**src/hdl/ord_pkg.sv**
```systemverilog
package ord_pkg;

    localparam int DEPTH_DEFAULT      = 16;
    localparam int DATA_WIDTH_DEFAULT = 32;

    localparam int OP_W     = 2;
    localparam int VALUE_W  = 32;
    localparam int STATUS_W = 2;

    localparam logic [OP_W-1:0] OP_PUSH_FRONT = 2'd0;
    localparam logic [OP_W-1:0] OP_PUSH_REAR  = 2'd1;
    localparam logic [OP_W-1:0] OP_POP        = 2'd2;

    localparam logic [STATUS_W-1:0] STATUS_DONE  = 2'd0;
    localparam logic [STATUS_W-1:0] STATUS_FULL  = 2'd1;
    localparam logic [STATUS_W-1:0] STATUS_EMPTY = 2'd2;

    typedef struct packed {
        logic [OP_W-1:0]           op;
        logic signed [VALUE_W-1:0] value;
    } request_t;

    typedef struct packed {
        logic signed [VALUE_W-1:0] popped_value;
        logic [STATUS_W-1:0]       status;
        logic                      is_empty;
        logic                      tail_at_end;
    } result_t;

    typedef struct packed {
        logic wr_en;
        logic rd_en;
    } mem_ctl_t;

    typedef struct packed {
        logic                valid;
        logic [STATUS_W-1:0] status;
        logic                pop_ok;
        logic                is_empty;
        logic                tail_at_end;
    } resp_t;

    typedef enum logic [2:0] {
        ST_IDLE,
        ST_DECODE,
        ST_SHIFT,
        ST_SHIFT_LAST,
        ST_WRITE_FRONT,
        ST_RESP
    } state_t;

endpackage

```
**src/hdl/output_restricted_deque.sv**
```systemverilog
// Output-restricted deque over a linear slot array.
// Request channel: request (op, value) is taken at a rising edge with start
// high and busy low. busy stays high until the result has been shown.
// Result channel: done is high for one cycle with result valid; the result
// is taken at the edge that ends that cycle. The receiver cannot stall.
// Sequence of states from the accepting edge to done:
//   rear push, pop, unused op, refused push, push into an empty queue, or
//   front push that moves the head down: DECODE, then RESP with done.
//   front push into a non-empty queue with the head at slot 0 and room left:
//   DECODE, SHIFT, SHIFT_LAST and WRITE_FRONT, then RESP; the store has one
//   write port and moves one entry up per cycle in SHIFT. busy drops in the cycle after done.
// Reset: queue empty, head and tail at slot 0, sequencer idle. The entry
// array is not cleared; an entry is only read after it has been written.
module output_restricted_deque #(
    parameter int DEPTH      = ord_pkg::DEPTH_DEFAULT,
    parameter int DATA_WIDTH = ord_pkg::DATA_WIDTH_DEFAULT
) (
    input  logic              clk,
    input  logic              rst_n,
    input  logic              start,
    input  ord_pkg::request_t request,
    output logic              busy,
    output logic              done,
    output ord_pkg::result_t  result
);

    localparam int IW = $clog2(DEPTH);

    ord_pkg::mem_ctl_t     mem_ctl;
    ord_pkg::resp_t        resp;
    logic [IW-1:0]         wr_addr;
    logic [IW-1:0]         rd_addr;
    logic [DATA_WIDTH-1:0] wr_data;
    logic [DATA_WIDTH-1:0] rd_data;
    logic [ord_pkg::VALUE_W-1:0] popped_fit;

    ord_ctrl #(
        .DEPTH      (DEPTH),
        .DATA_WIDTH (DATA_WIDTH)
    ) u_ctrl (
        .clk     (clk),
        .rst_n   (rst_n),
        .start   (start),
        .request (request),
        .busy    (busy),
        .mem_ctl (mem_ctl),
        .wr_addr (wr_addr),
        .wr_data (wr_data),
        .rd_addr (rd_addr),
        .rd_data (rd_data),
        .resp    (resp)
    );

    ord_store #(
        .DEPTH      (DEPTH),
        .DATA_WIDTH (DATA_WIDTH)
    ) u_store (
        .clk     (clk),
        .mem_ctl (mem_ctl),
        .wr_addr (wr_addr),
        .wr_data (wr_data),
        .rd_addr (rd_addr),
        .rd_data (rd_data)
    );

    generate
        if (DATA_WIDTH >= ord_pkg::VALUE_W)
        begin : g_trunc
            assign popped_fit = rd_data[ord_pkg::VALUE_W-1:0];
        end
        else
        begin : g_sext
            assign popped_fit = {{(ord_pkg::VALUE_W - DATA_WIDTH){rd_data[DATA_WIDTH-1]}},
                                 rd_data};
        end
    endgenerate

    always_comb
    begin
        result.status      = resp.status;
        result.is_empty    = resp.is_empty;
        result.tail_at_end = resp.tail_at_end;
        if (resp.pop_ok)
        begin
            result.popped_value = popped_fit;
        end
        else if (resp.status == ord_pkg::STATUS_EMPTY)
        begin
            result.popped_value = '1;
        end
        else
        begin
            result.popped_value = '0;
        end
    end

    assign done = resp.valid;

endmodule

```
**src/hdl/ord_store.sv**
```systemverilog
module ord_store #(
    parameter int DEPTH      = ord_pkg::DEPTH_DEFAULT,
    parameter int DATA_WIDTH = ord_pkg::DATA_WIDTH_DEFAULT,
    localparam int IW        = $clog2(DEPTH)
) (
    input  logic                  clk,
    input  ord_pkg::mem_ctl_t     mem_ctl,
    input  logic [IW-1:0]         wr_addr,
    input  logic [DATA_WIDTH-1:0] wr_data,
    input  logic [IW-1:0]         rd_addr,
    output logic [DATA_WIDTH-1:0] rd_data
);

    logic [DATA_WIDTH-1:0] mem [DEPTH];
    logic [DATA_WIDTH-1:0] rd_data_reg;

    always_ff @(posedge clk)
    begin
        if (mem_ctl.wr_en)
        begin
            mem[wr_addr] <= wr_data;
        end
    end

    always_ff @(posedge clk)
    begin
        if (mem_ctl.rd_en)
        begin
            rd_data_reg <= mem[rd_addr];
        end
    end

    assign rd_data = rd_data_reg;

endmodule

```
**src/hdl/ord_ctrl.sv**
```systemverilog
module ord_ctrl #(
    parameter int DEPTH      = ord_pkg::DEPTH_DEFAULT,
    parameter int DATA_WIDTH = ord_pkg::DATA_WIDTH_DEFAULT,
    localparam int IW        = $clog2(DEPTH)
) (
    input  logic                  clk,
    input  logic                  rst_n,
    input  logic                  start,
    input  ord_pkg::request_t     request,
    output logic                  busy,
    output ord_pkg::mem_ctl_t     mem_ctl,
    output logic [IW-1:0]         wr_addr,
    output logic [DATA_WIDTH-1:0] wr_data,
    output logic [IW-1:0]         rd_addr,
    input  logic [DATA_WIDTH-1:0] rd_data,
    output ord_pkg::resp_t        resp
);

    localparam logic [IW-1:0] LAST = IW'(DEPTH - 1);

    ord_pkg::state_t state_reg, state_next;

    logic [ord_pkg::OP_W-1:0]     op_reg, op_next;
    logic [DATA_WIDTH-1:0]        value_reg, value_next;
    logic [IW-1:0]                head_reg, head_next;
    logic [IW-1:0]                tail_reg, tail_next;
    logic                         empty_reg, empty_next;
    logic [IW-1:0]                ptr_reg, ptr_next;
    logic                         pend_reg, pend_next;
    logic [ord_pkg::STATUS_W-1:0] status_reg, status_next;
    logic                         pop_ok_reg, pop_ok_next;
    logic [DATA_WIDTH-1:0]        value_fit;

    generate
        if (DATA_WIDTH <= ord_pkg::VALUE_W)
        begin : g_narrow
            assign value_fit = request.value[DATA_WIDTH-1:0];
        end
        else
        begin : g_wide
            assign value_fit = {{(DATA_WIDTH - ord_pkg::VALUE_W){1'b0}}, request.value};
        end
    endgenerate

    assign busy = (state_reg != ord_pkg::ST_IDLE);

    always_comb
    begin
        state_next = state_reg;
        case (state_reg)
            ord_pkg::ST_IDLE:
            begin
                if (start)
                begin
                    state_next = ord_pkg::ST_DECODE;
                end
            end
            ord_pkg::ST_DECODE:
            begin
                if (op_reg == ord_pkg::OP_PUSH_FRONT && !empty_reg
                    && head_reg == '0 && tail_reg != LAST)
                begin
                    state_next = ord_pkg::ST_SHIFT;
                end
                else
                begin
                    state_next = ord_pkg::ST_RESP;
                end
            end
            ord_pkg::ST_SHIFT:
            begin
                if (ptr_reg == '0)
                begin
                    state_next = ord_pkg::ST_SHIFT_LAST;
                end
            end
            ord_pkg::ST_SHIFT_LAST:  state_next = ord_pkg::ST_WRITE_FRONT;
            ord_pkg::ST_WRITE_FRONT: state_next = ord_pkg::ST_RESP;
            ord_pkg::ST_RESP:        state_next = ord_pkg::ST_IDLE;
            default:                 state_next = ord_pkg::ST_IDLE;
        endcase
    end

    always_comb
    begin
        op_next     = op_reg;
        value_next  = value_reg;
        head_next   = head_reg;
        tail_next   = tail_reg;
        empty_next  = empty_reg;
        ptr_next    = ptr_reg;
        pend_next   = pend_reg;
        status_next = status_reg;
        pop_ok_next = pop_ok_reg;
        mem_ctl     = '0;
        wr_addr     = '0;
        wr_data     = value_reg;
        rd_addr     = head_reg;
        resp        = '0;
        case (state_reg)
            ord_pkg::ST_IDLE:
            begin
                if (start)
                begin
                    op_next    = request.op;
                    value_next = value_fit;
                end
            end
            ord_pkg::ST_DECODE:
            begin
                status_next = ord_pkg::STATUS_DONE;
                pop_ok_next = 1'b0;
                pend_next   = 1'b0;
                case (op_reg)
                    ord_pkg::OP_PUSH_FRONT:
                    begin
                        if (empty_reg)
                        begin
                            mem_ctl.wr_en = 1'b1;
                            head_next     = '0;
                            tail_next     = '0;
                            empty_next    = 1'b0;
                        end
                        else if (head_reg == '0 && tail_reg == LAST)
                        begin
                            status_next = ord_pkg::STATUS_FULL;
                        end
                        else if (head_reg == '0)
                        begin
                            ptr_next = tail_reg;
                        end
                        else
                        begin
                            mem_ctl.wr_en = 1'b1;
                            wr_addr       = head_reg - IW'(1);
                            head_next     = head_reg - IW'(1);
                        end
                    end
                    ord_pkg::OP_PUSH_REAR:
                    begin
                        if (empty_reg)
                        begin
                            mem_ctl.wr_en = 1'b1;
                            head_next     = '0;
                            tail_next     = '0;
                            empty_next    = 1'b0;
                        end
                        else if (tail_reg == LAST)
                        begin
                            status_next = ord_pkg::STATUS_FULL;
                        end
                        else
                        begin
                            mem_ctl.wr_en = 1'b1;
                            wr_addr       = tail_reg + IW'(1);
                            tail_next     = tail_reg + IW'(1);
                        end
                    end
                    ord_pkg::OP_POP:
                    begin
                        if (empty_reg)
                        begin
                            status_next = ord_pkg::STATUS_EMPTY;
                        end
                        else
                        begin
                            mem_ctl.rd_en = 1'b1;
                            pop_ok_next   = 1'b1;
                            if (head_reg == tail_reg)
                            begin
                                head_next  = '0;
                                tail_next  = '0;
                                empty_next = 1'b1;
                            end
                            else
                            begin
                                head_next = head_reg + IW'(1);
                            end
                        end
                    end
                    default:
                    begin
                        status_next = ord_pkg::STATUS_DONE;
                    end
                endcase
            end
            ord_pkg::ST_SHIFT:
            begin
                // read slot ptr, write the slot read last cycle one place up
                mem_ctl.rd_en = 1'b1;
                rd_addr       = ptr_reg;
                mem_ctl.wr_en = pend_reg;
                wr_addr       = ptr_reg + IW'(2);
                wr_data       = rd_data;
                pend_next     = 1'b1;
                if (ptr_reg != '0)
                begin
                    ptr_next = ptr_reg - IW'(1);
                end
            end
            ord_pkg::ST_SHIFT_LAST:
            begin
                mem_ctl.wr_en = 1'b1;
                wr_addr       = ptr_reg + IW'(1);
                wr_data       = rd_data;
            end
            ord_pkg::ST_WRITE_FRONT:
            begin
                mem_ctl.wr_en = 1'b1;
                wr_addr       = '0;
                tail_next     = tail_reg + IW'(1);
            end
            ord_pkg::ST_RESP:
            begin
                resp.valid       = 1'b1;
                resp.status      = status_reg;
                resp.pop_ok      = pop_ok_reg;
                resp.is_empty    = empty_reg;
                resp.tail_at_end = !empty_reg && (tail_reg == LAST);
            end
            default:
            begin
                resp = '0;
            end
        endcase
    end

    always_ff @(posedge clk or negedge rst_n)
    begin
        if (!rst_n)
        begin
            state_reg  <= ord_pkg::ST_IDLE;
            head_reg   <= '0;
            tail_reg   <= '0;
            empty_reg  <= 1'b1;
            ptr_reg    <= '0;
            pend_reg   <= 1'b0;
            status_reg <= ord_pkg::STATUS_DONE;
            pop_ok_reg <= 1'b0;
            op_reg     <= ord_pkg::OP_PUSH_FRONT;
        end
        else
        begin
            state_reg  <= state_next;
            head_reg   <= head_next;
            tail_reg   <= tail_next;
            empty_reg  <= empty_next;
            ptr_reg    <= ptr_next;
            pend_reg   <= pend_next;
            status_reg <= status_next;
            pop_ok_reg <= pop_ok_next;
            op_reg     <= op_next;
        end
    end

    always_ff @(posedge clk)
    begin
        value_reg <= value_next;
    end

endmodule

```
**config.mk**
```make
export PLATFORM = sky130hd
export DESIGN_NAME = output_restricted_deque
export DESIGN_NICKNAME = d
export VERILOG_FILES = /design/src/hdl/ord_pkg.sv /design/src/hdl/output_restricted_deque.sv /design/src/hdl/ord_store.sv /design/src/hdl/ord_ctrl.sv
export SDC_FILE = /design/constraint.sdc
export NUM_CORES = 1
export LEC_CHECK = 0
export BUFFER_PORTS_ARGS = -buffer_cell sky130_fd_sc_hd__buf_2
export CORE_MARGIN = 1
export CORE_UTILIZATION = 45
export DETAILED_ROUTE_END_ITERATION = 10
export PLACE_DENSITY = 0.61
export SYNTH_ARGS = -nofsm -noshare
export SYNTH_HDL_FRONTEND = slang
export SYNTH_HIERARCHICAL = 1
export SYNTH_SLANG_ARGS = --single-unit
```
**constraint.sdc**
```tcl
create_clock -name clk -period 6.4 [get_ports clk]
set_clock_uncertainty 0.2 [all_clocks]
set_input_delay 0.32 -clock clk [delete_from_list [all_inputs] [get_ports clk]]
set_output_delay 0.32 -clock clk [all_outputs]
set_load 0.02 [all_outputs]
```
==> results of run 1 <==
-- cells in the mapped netlist, drive strengths merged (5+ instances only) --
master / number
a21oi: 15
inv: 16
edfxtp: 576
nor3: 7
clkbuf: 34
buf: 33
a21o: 33
nand2b: 6
xnor2: 8
ha: 13
and3: 5
mux2: 32
nor3b: 5
nand2: 55
o22ai: 6
o21ai: 20
nor2: 33
dfrtp: 21
nand3: 7
and2: 6
a22oi: 65
mux4: 128
-- kinds of logic (layout without fill, tap and decap cells) --
| group | after synthesis | count (layout) | share of synthesized area [%] |
|---|---|---|---|
| XOR/XNOR | 10 | 10 | 0.371 |
| multiplexers | 164 | 164 | 13.9 |
| AND/OR/NAND/NOR | 142 | 142 | 2.95 |
| AO/OA/AOI/OAI | 157 | 157 | 4.71 |
| flip-flops | 598 | 598 | 75.7 |
| adder cells (fa/ha/maj) | 13 | 13 | 0.690 |
| buffers and inverters | 83 | 264 | 1.70 |
-- routing by layer --
layer,GRT usage (%),up-vias
met5,0,-
met3,3.00,62
met2,30.2,260
met4,5.63,0
li1,-,5077
met1,26.4,6002
-- repair_timing --
| item | 4_1_cts | 5_1_grt |
|---|---|---|
| hold buffers | 38 | 0 |
| hold endpoints to repair | 57 | 0 |
| buffers inserted | 0 | 0 |
-- where the power goes --
part           total, mW  switching (mW)  internal, mW  leakage (nW)
Sequential          5.18           0.184          5.00          5.49
Clock               3.48            1.45          2.02         0.963
Combinational       3.02            1.79          1.22          2.63
Total               11.7            3.43          8.24          9.08
-- worst paths after layout --
| kind | from | to | slack (ns) | depth (start not counted) |
|---|---|---|---|---|
| worst min register to register | u_ctrl/pop_ok_reg | u_ctrl/pop_ok_reg | 0.27 | 2 |
| min in group asynchronous | rst_n | u_ctrl/head_reg[0] | 0.47 | 3 |
| max in group asynchronous | rst_n | u_ctrl/status_reg[1] | 4.30 | 4 |
| worst max register to register | u_ctrl/state_reg[0] | u_store/mem[1][10] | 2.21 | 5 |
| worst min-delay path | request[29] | u_ctrl/value_reg[29] | 0.21 | 2 |
| worst max-delay path | u_ctrl/state_reg[0] | result[20] | 2.11 | 7 |
-- placed cells by master, fill, tap and decap left out, types with 6 or more instances in the layout --
master / count
ha_1: 13
xnor2_1: 8
bufinv_16: 7
clkbuf_1: 7
o22ai_1: 6
inv_1: 16
buf_4: 21
nor2_4: 14
o21ai_0: 18
clkinv_1: 17
mux4_2: 128
nand3_1: 7
clkinv_2: 13
dfrtp_1: 21
nor2_1: 19
dlygate4sd3_1: 38
a21oi_1: 15
buf_2: 74
nand2_1: 54
clkbuf_16: 61
edfxtp_1: 576
mux2_2: 32
a21o_1: 32
a22oi_1: 65
-- worst register-to-register path, cell delays in order, from the launching register on --
cell	delay, ns
dfrtp_1	0.54
nor3b_1	0.67
o21ai_0	0.37
o221ai_1	0.44
or3b_2	0.60
nor2_4	0.95
-- cell type report --
cell class	count	area, µm²	area share (%)
repair buffers	135	948	3.49
well taps	680	851	3.13
multi-input cells	486	5510	20.3
clock buffers	68	1550	5.71
clock inverters	45	407	1.50
inverters	16	60.1	0.221
flip-flops and latches	598	17800	65.7
-- per-stage QoR --
stage                     hold WS [ns]  worst slack [ns]  area [µm²]  std cells
final                            0.210              2.11       27200       2028
after floorplan                 -0.176              1.46       23600       1167
after global routing             0.206              1.79       27200       2028
after global placement           0.130              2.38       24800       1877
after detailed placement         0.135              2.28       24800       1877
after CTS                        0.177              1.98       27200       2028
==> results.cfg, run 1 <==
[grt]
grt_pass1_wl_um = 74100
grt_max_degree = 129
grt.overflow.total = 0
track_usage_pct = 18.8
antenna_found_initial = 0
grt_pass1_vias = 11900

[clock_network]
clk-insertion-delay-late_ns = 0.62
cts-root-buf = clkbuf_16
numCtsBuffers = 61
cts-htree-levels = 2
cts_tree = yes
clock_path_buffers = 3
cts_resized = 0
clk_pin_slew_ns = 0.06
clock-sinks = 598

[placed_design]
hpwl_um = 26500
gp_congestion = 0.842
io_buffers = 74

[setup_path]
slowest_delay_ns = 0.96
cp_data_arrival_time_ns = 3.77
worstPathRequired_ns = 5.88
path_cells = inv_1 > nor3b_1 > and2_2 > nor3b_4 > buf_4 > a21o_1 > buf_2
crit_family = simple AND/OR/NAND/NOR gates
crit_fanout = 33
start_kind = flop
crit_buf_inv = 3
end_kind = primary output
critPathSlowestCell = and2_2
crit_type = flop to primary output

[min_path]
hold_path.class = primary input to flop

[sta]
hold_viol = 0
worst_slew_pin_slew_ns = 1.29
slew_headroom_pct = 14.1
fin_crit_ns = 4.29
rsz0062_at_grt = false
setup_viol = 0
fin_tns_setup_ns = 0
timing.fmax_mhz = 233
slew_viol_final = 0
period_share_pct = 67.1

[synth]
yosysWarnings = 6
avgSynthCellArea_um2 = 20.2
synth-edff-count = 576
yosysSeqAreaShare_pct = 75.7
ys_types = 52
synthTopCellsByArea = edfxtp_1, mux4_2, dfrtp_1
synth.top_cell.area_share_pct = 73.3
synthesis.nets = 1217
ys_seq_elements = 598
syn_inst = 1167
synth_ff_type = edfxtp_1
netlist_area_um2 = 23600
synthArstFlopShare_pct = 3.68
synth.largest_area_cell = edfxtp_1

[pwr]
ir_drop_uv = 289
power.total_mw = 11.7
cellPowerDensity_nw_per_um2 = 430
leakage_nw = 9.08

[die]
die_w_um = 231
dieHeight_um = 231
start_util_pct = 45.8
num_io_pins = 75
rows = 83
core_area_um2 = 51500
die-area_um2 = 53300

[route]
dr.pass1.iters = 5
dr_wl_met2_um = 23400
drc = 0
drt-total-wl_um = 48600
wl_per_cell_um = 24.0
met1_length_um = 21800
dr_wl_met3_um = 2310
viasPerCell = 5.62
vias = 11400
ant_nets = 0
drt_iter0_drc = 957
top_layer_used = met4

[cells_and_area]
post-route-util_pct = 52.8
fin_nets = 1348
n_fill_cell = 4101
drive_gt1_share_pct = 28.4
syn_to_final_growth_pct = 15.2
antenna_cells = 0
largest_reg_flops = 512

[outcome]
status = finished, final reports clean

[job]
maxCapViolCount = 0
Note: power is estimated with default switching activity, not from simulation.
==> inputs of run 2 (changes only) <==
--- a/config.mk
+++ b/config.mk
@@ -5,6 +5,7 @@
 export SDC_FILE = /design/constraint.sdc
 export NUM_CORES = 1
 export LEC_CHECK = 0
+export ABC_AREA = 1
 export BUFFER_PORTS_ARGS = -buffer_cell sky130_fd_sc_hd__buf_2
 export CORE_MARGIN = 1
 export CORE_UTILIZATION = 45
==> constraint.sdc (replaced) <==
create_clock -name clk -period 4.2 [get_ports clk]
set_clock_uncertainty 0.2 [all_clocks]
set_input_delay 0.21 -clock clk [delete_from_list [all_inputs] [get_ports clk]]
set_output_delay 0.21 -clock clk [all_outputs]
set_load 0.02 [all_outputs]
==> run 2 against run 1 <==
  * Non-clock buffer count rose by 16
  * Die area up 12%
  * Via count up 56%
  * Combinational power is 100% higher
  * Register-to-register slack got worse by 1.5 ns
  * Wire length grew 35%
  * Largest cell class unchanged
  * Flip-flop and latch count unchanged
  * Count of clock-buffer cells in the layout increased by 3
  * Cell area up 11%
  * Clock power rose by 63%
  * Synthesized cell count increased by 120%
==> results.cfg, run 2 <==
[outcome]
status = finished, final reports clean

[placed_design]
dp_cells = 3345
place_area_um2 = 27700
io_buffers = 74
place_ws_ns = 0.755
hpwl_um = 36200
gp_congestion = 0.861

[synth]
ys_seq_elements = 598
synth.largest_area_cell = edfxtp_1
yosysWarnings = 6
syn_inst = 2587
ys_types = 35
yosysSeqAreaShare_pct = 67.4
synth_top_family_by_area = simple AND/OR/NAND/NOR gates
synthMuxAreaShare_pct = 0
synth_common_cells = nand2_1, edfxtp_1, inv_1
avgSynthCellArea_um2 = 10.2
synth-edff-count = 576
synth_compound_area_share_pct = 0.770
yosysMostFrequentCell = nand2_1
synth.top_cell.area_share_pct = 65.3
netlist_area_um2 = 26500
synth_xor_area_share_pct = 0.198
synth_ff_type = edfxtp_1
synthesis.nets = 2637
synthTopCellsByArea = edfxtp_1, nand2_1, nand3_1
synthArstFlopShare_pct = 3.68
synthAdderAreaFrac_pct = 0.614
synthSimpleGateAreaFrac_pct = 21.9

[clock_network]
numCtsBuffers = 61
cts-root-buf = clkbuf_16
clk_pin_slew_ns = 0.06
cts-htree-levels = 2
clock_path_buffers = 3
postCtsSetupBuffers = 0
clk-insertion-delay-late_ns = 0.64
clock-sinks = 598
cts_tree = yes

[setup_path]
crit_type = flop to flop
crit_fanout = 31
end_kind = flop
worstPathRequired_ns = 4.25
cp_data_arrival_time_ns = 3.55
start_kind = flop

[die]
num_io_pins = 75
core_area_um2 = 57900
dieHeight_um = 245
start_util_pct = 45.7
die-area_um2 = 59800
rows = 88
die_w_um = 245

[cells_and_area]
largest_reg_flops = 512
syn_to_final_growth_pct = 13.9
finalInstanceArea_um2 = 30200
layout_commonest_cell = nand2_1
fin_nets = 2731
post-route-util_pct = 52.1
final_cell_mix = nand2_1, edfxtp_1, inv_1
n_fill_cell = 5140
drive_gt1_share_pct = 9.37
stdcell_count = 3497
antenna_cells = 0

[grt]
grt_pass1_wl_um = 102000
track_usage_pct = 22.3
grtUsageMet3_pct = 3.22
antenna_found_initial = 0
grt_pass1_vias = 17400
use_met1_pct = 30.5
grt-busiest-layer = met2
grt_max_degree = 137
use_met2_pct = 37.4
grt.overflow.total = 0

[route]
dr.pass1.iters = 5
drc = 0
drt-total-wl_um = 65500
vias = 17800
drt_iter0_drc = 1482
ant_nets = 0
viasPerCell = 5.08
wl_per_cell_um = 18.7

[sta]
worst_slew_pin_slew_ns = 1.08
slew_headroom_pct = 27.6
rsz0062_at_grt = false
setup_viol = 0
timing.fmax_mhz = 286
fin_ws_ns = 0.706
timing.hold.ws_ns = 0.0782
fin_crit_ns = 3.49
slew_viol_final = 0
hold_viol = 0
fin_tns_setup_ns = 0
period_share_pct = 83.2

[pwr]
cellPowerDensity_nw_per_um2 = 651
sw_frac_of_total_pct = 35.7
intPower_mw = 12.6
p_clk_share_pct = 28.8
leakage_nw = 12.9
seqPwrFrac_pct = 40.1
ir_drop_uv = 499
comb_power_share_pct = 31.1
power.total_mw = 19.6
p_sw_mw = 7.00

[job]
maxCapViolCount = 0

[min_path]
hold_path.class = primary input to flop
==> run 2: final timing paths <==
kind | startpoint | end | slack [ns] | cells past startpoint
hold / removal | request[8] | u_ctrl/value_reg[8] | 0.08 | 2
setup reg to reg | u_ctrl/head_reg[0] | u_store/mem[6][16] | 0.71 | 10
hold reg to reg | u_ctrl/status_reg[0] | u_ctrl/status_reg[0] | 0.29 | 2
setup / recovery | u_ctrl/head_reg[0] | u_store/mem[6][16] | 0.71 | 10
min in group asynchronous | rst_n | u_ctrl/empty_reg | 0.41 | 3
max in group asynchronous | rst_n | u_ctrl/state_reg[1] | 1.91 | 4
==> run 2: cells by family (layout without fill, tap and decap cells) <==
group,Yosys count,in the layout
AOI/OAI and AO/OA,37,37
adders and majority gates,13,13
and+or+nand+nor,1387,1387
DFF,598,598
buffers and inverters,546,691
xor gates and xnor gates,6,6
==> run 2: area by class of cell <==
cell class | count | area [µm²] | share of cell area, %
sequential | 598 | 17800 | 59.2
multi-input combinational | 1443 | 6410 | 21.2
inverter | 426 | 1610 | 5.34
clock buffer | 71 | 1560 | 5.19
timing repair buffer | 151 | 1240 | 4.12
tap | 765 | 957 | 3.17
clock inverter | 43 | 524 | 1.74
==> run 2: what timing repair did <==
item,in CTS,in global routing
endpoints found under the hold margin,57,0
hold buffers,38,0
gates resized for setup,0,0
==> run 2: power by group through the flow <==
stage	combinational [mW]	sequential (mW)	clock [mW]
after floorplan	4.28	7.92	0
after global placement	6.03	7.97	0
after detailed placement	6.10	7.99	0
after CTS	6.15	7.87	5.77
after global routing	6.81	7.92	5.99
final	6.11	7.87	5.66
==> run 2: layer usage <==
layer	vias to the layer above	routed length, µm	part of all wire [%]
li1	8550	-	-
met1	8569	29000	44
met2	537	31500	48
met3	98	3700	5.7
met4	0	1300	2.0
met5	-	0	0
==> run 2: critical path: stages, from the launching register on <==
cell	delay [ns]
dfrtp_1	0.43
inv_1	0.25
ha_1	0.24
nand3_1	0.16
nand2_1	0.15
nor3_1	0.07
o21ai_0	0.26
nand2_1	0.18
nand3b_1	0.43
nor2_4	0.19
buf_4	0.52
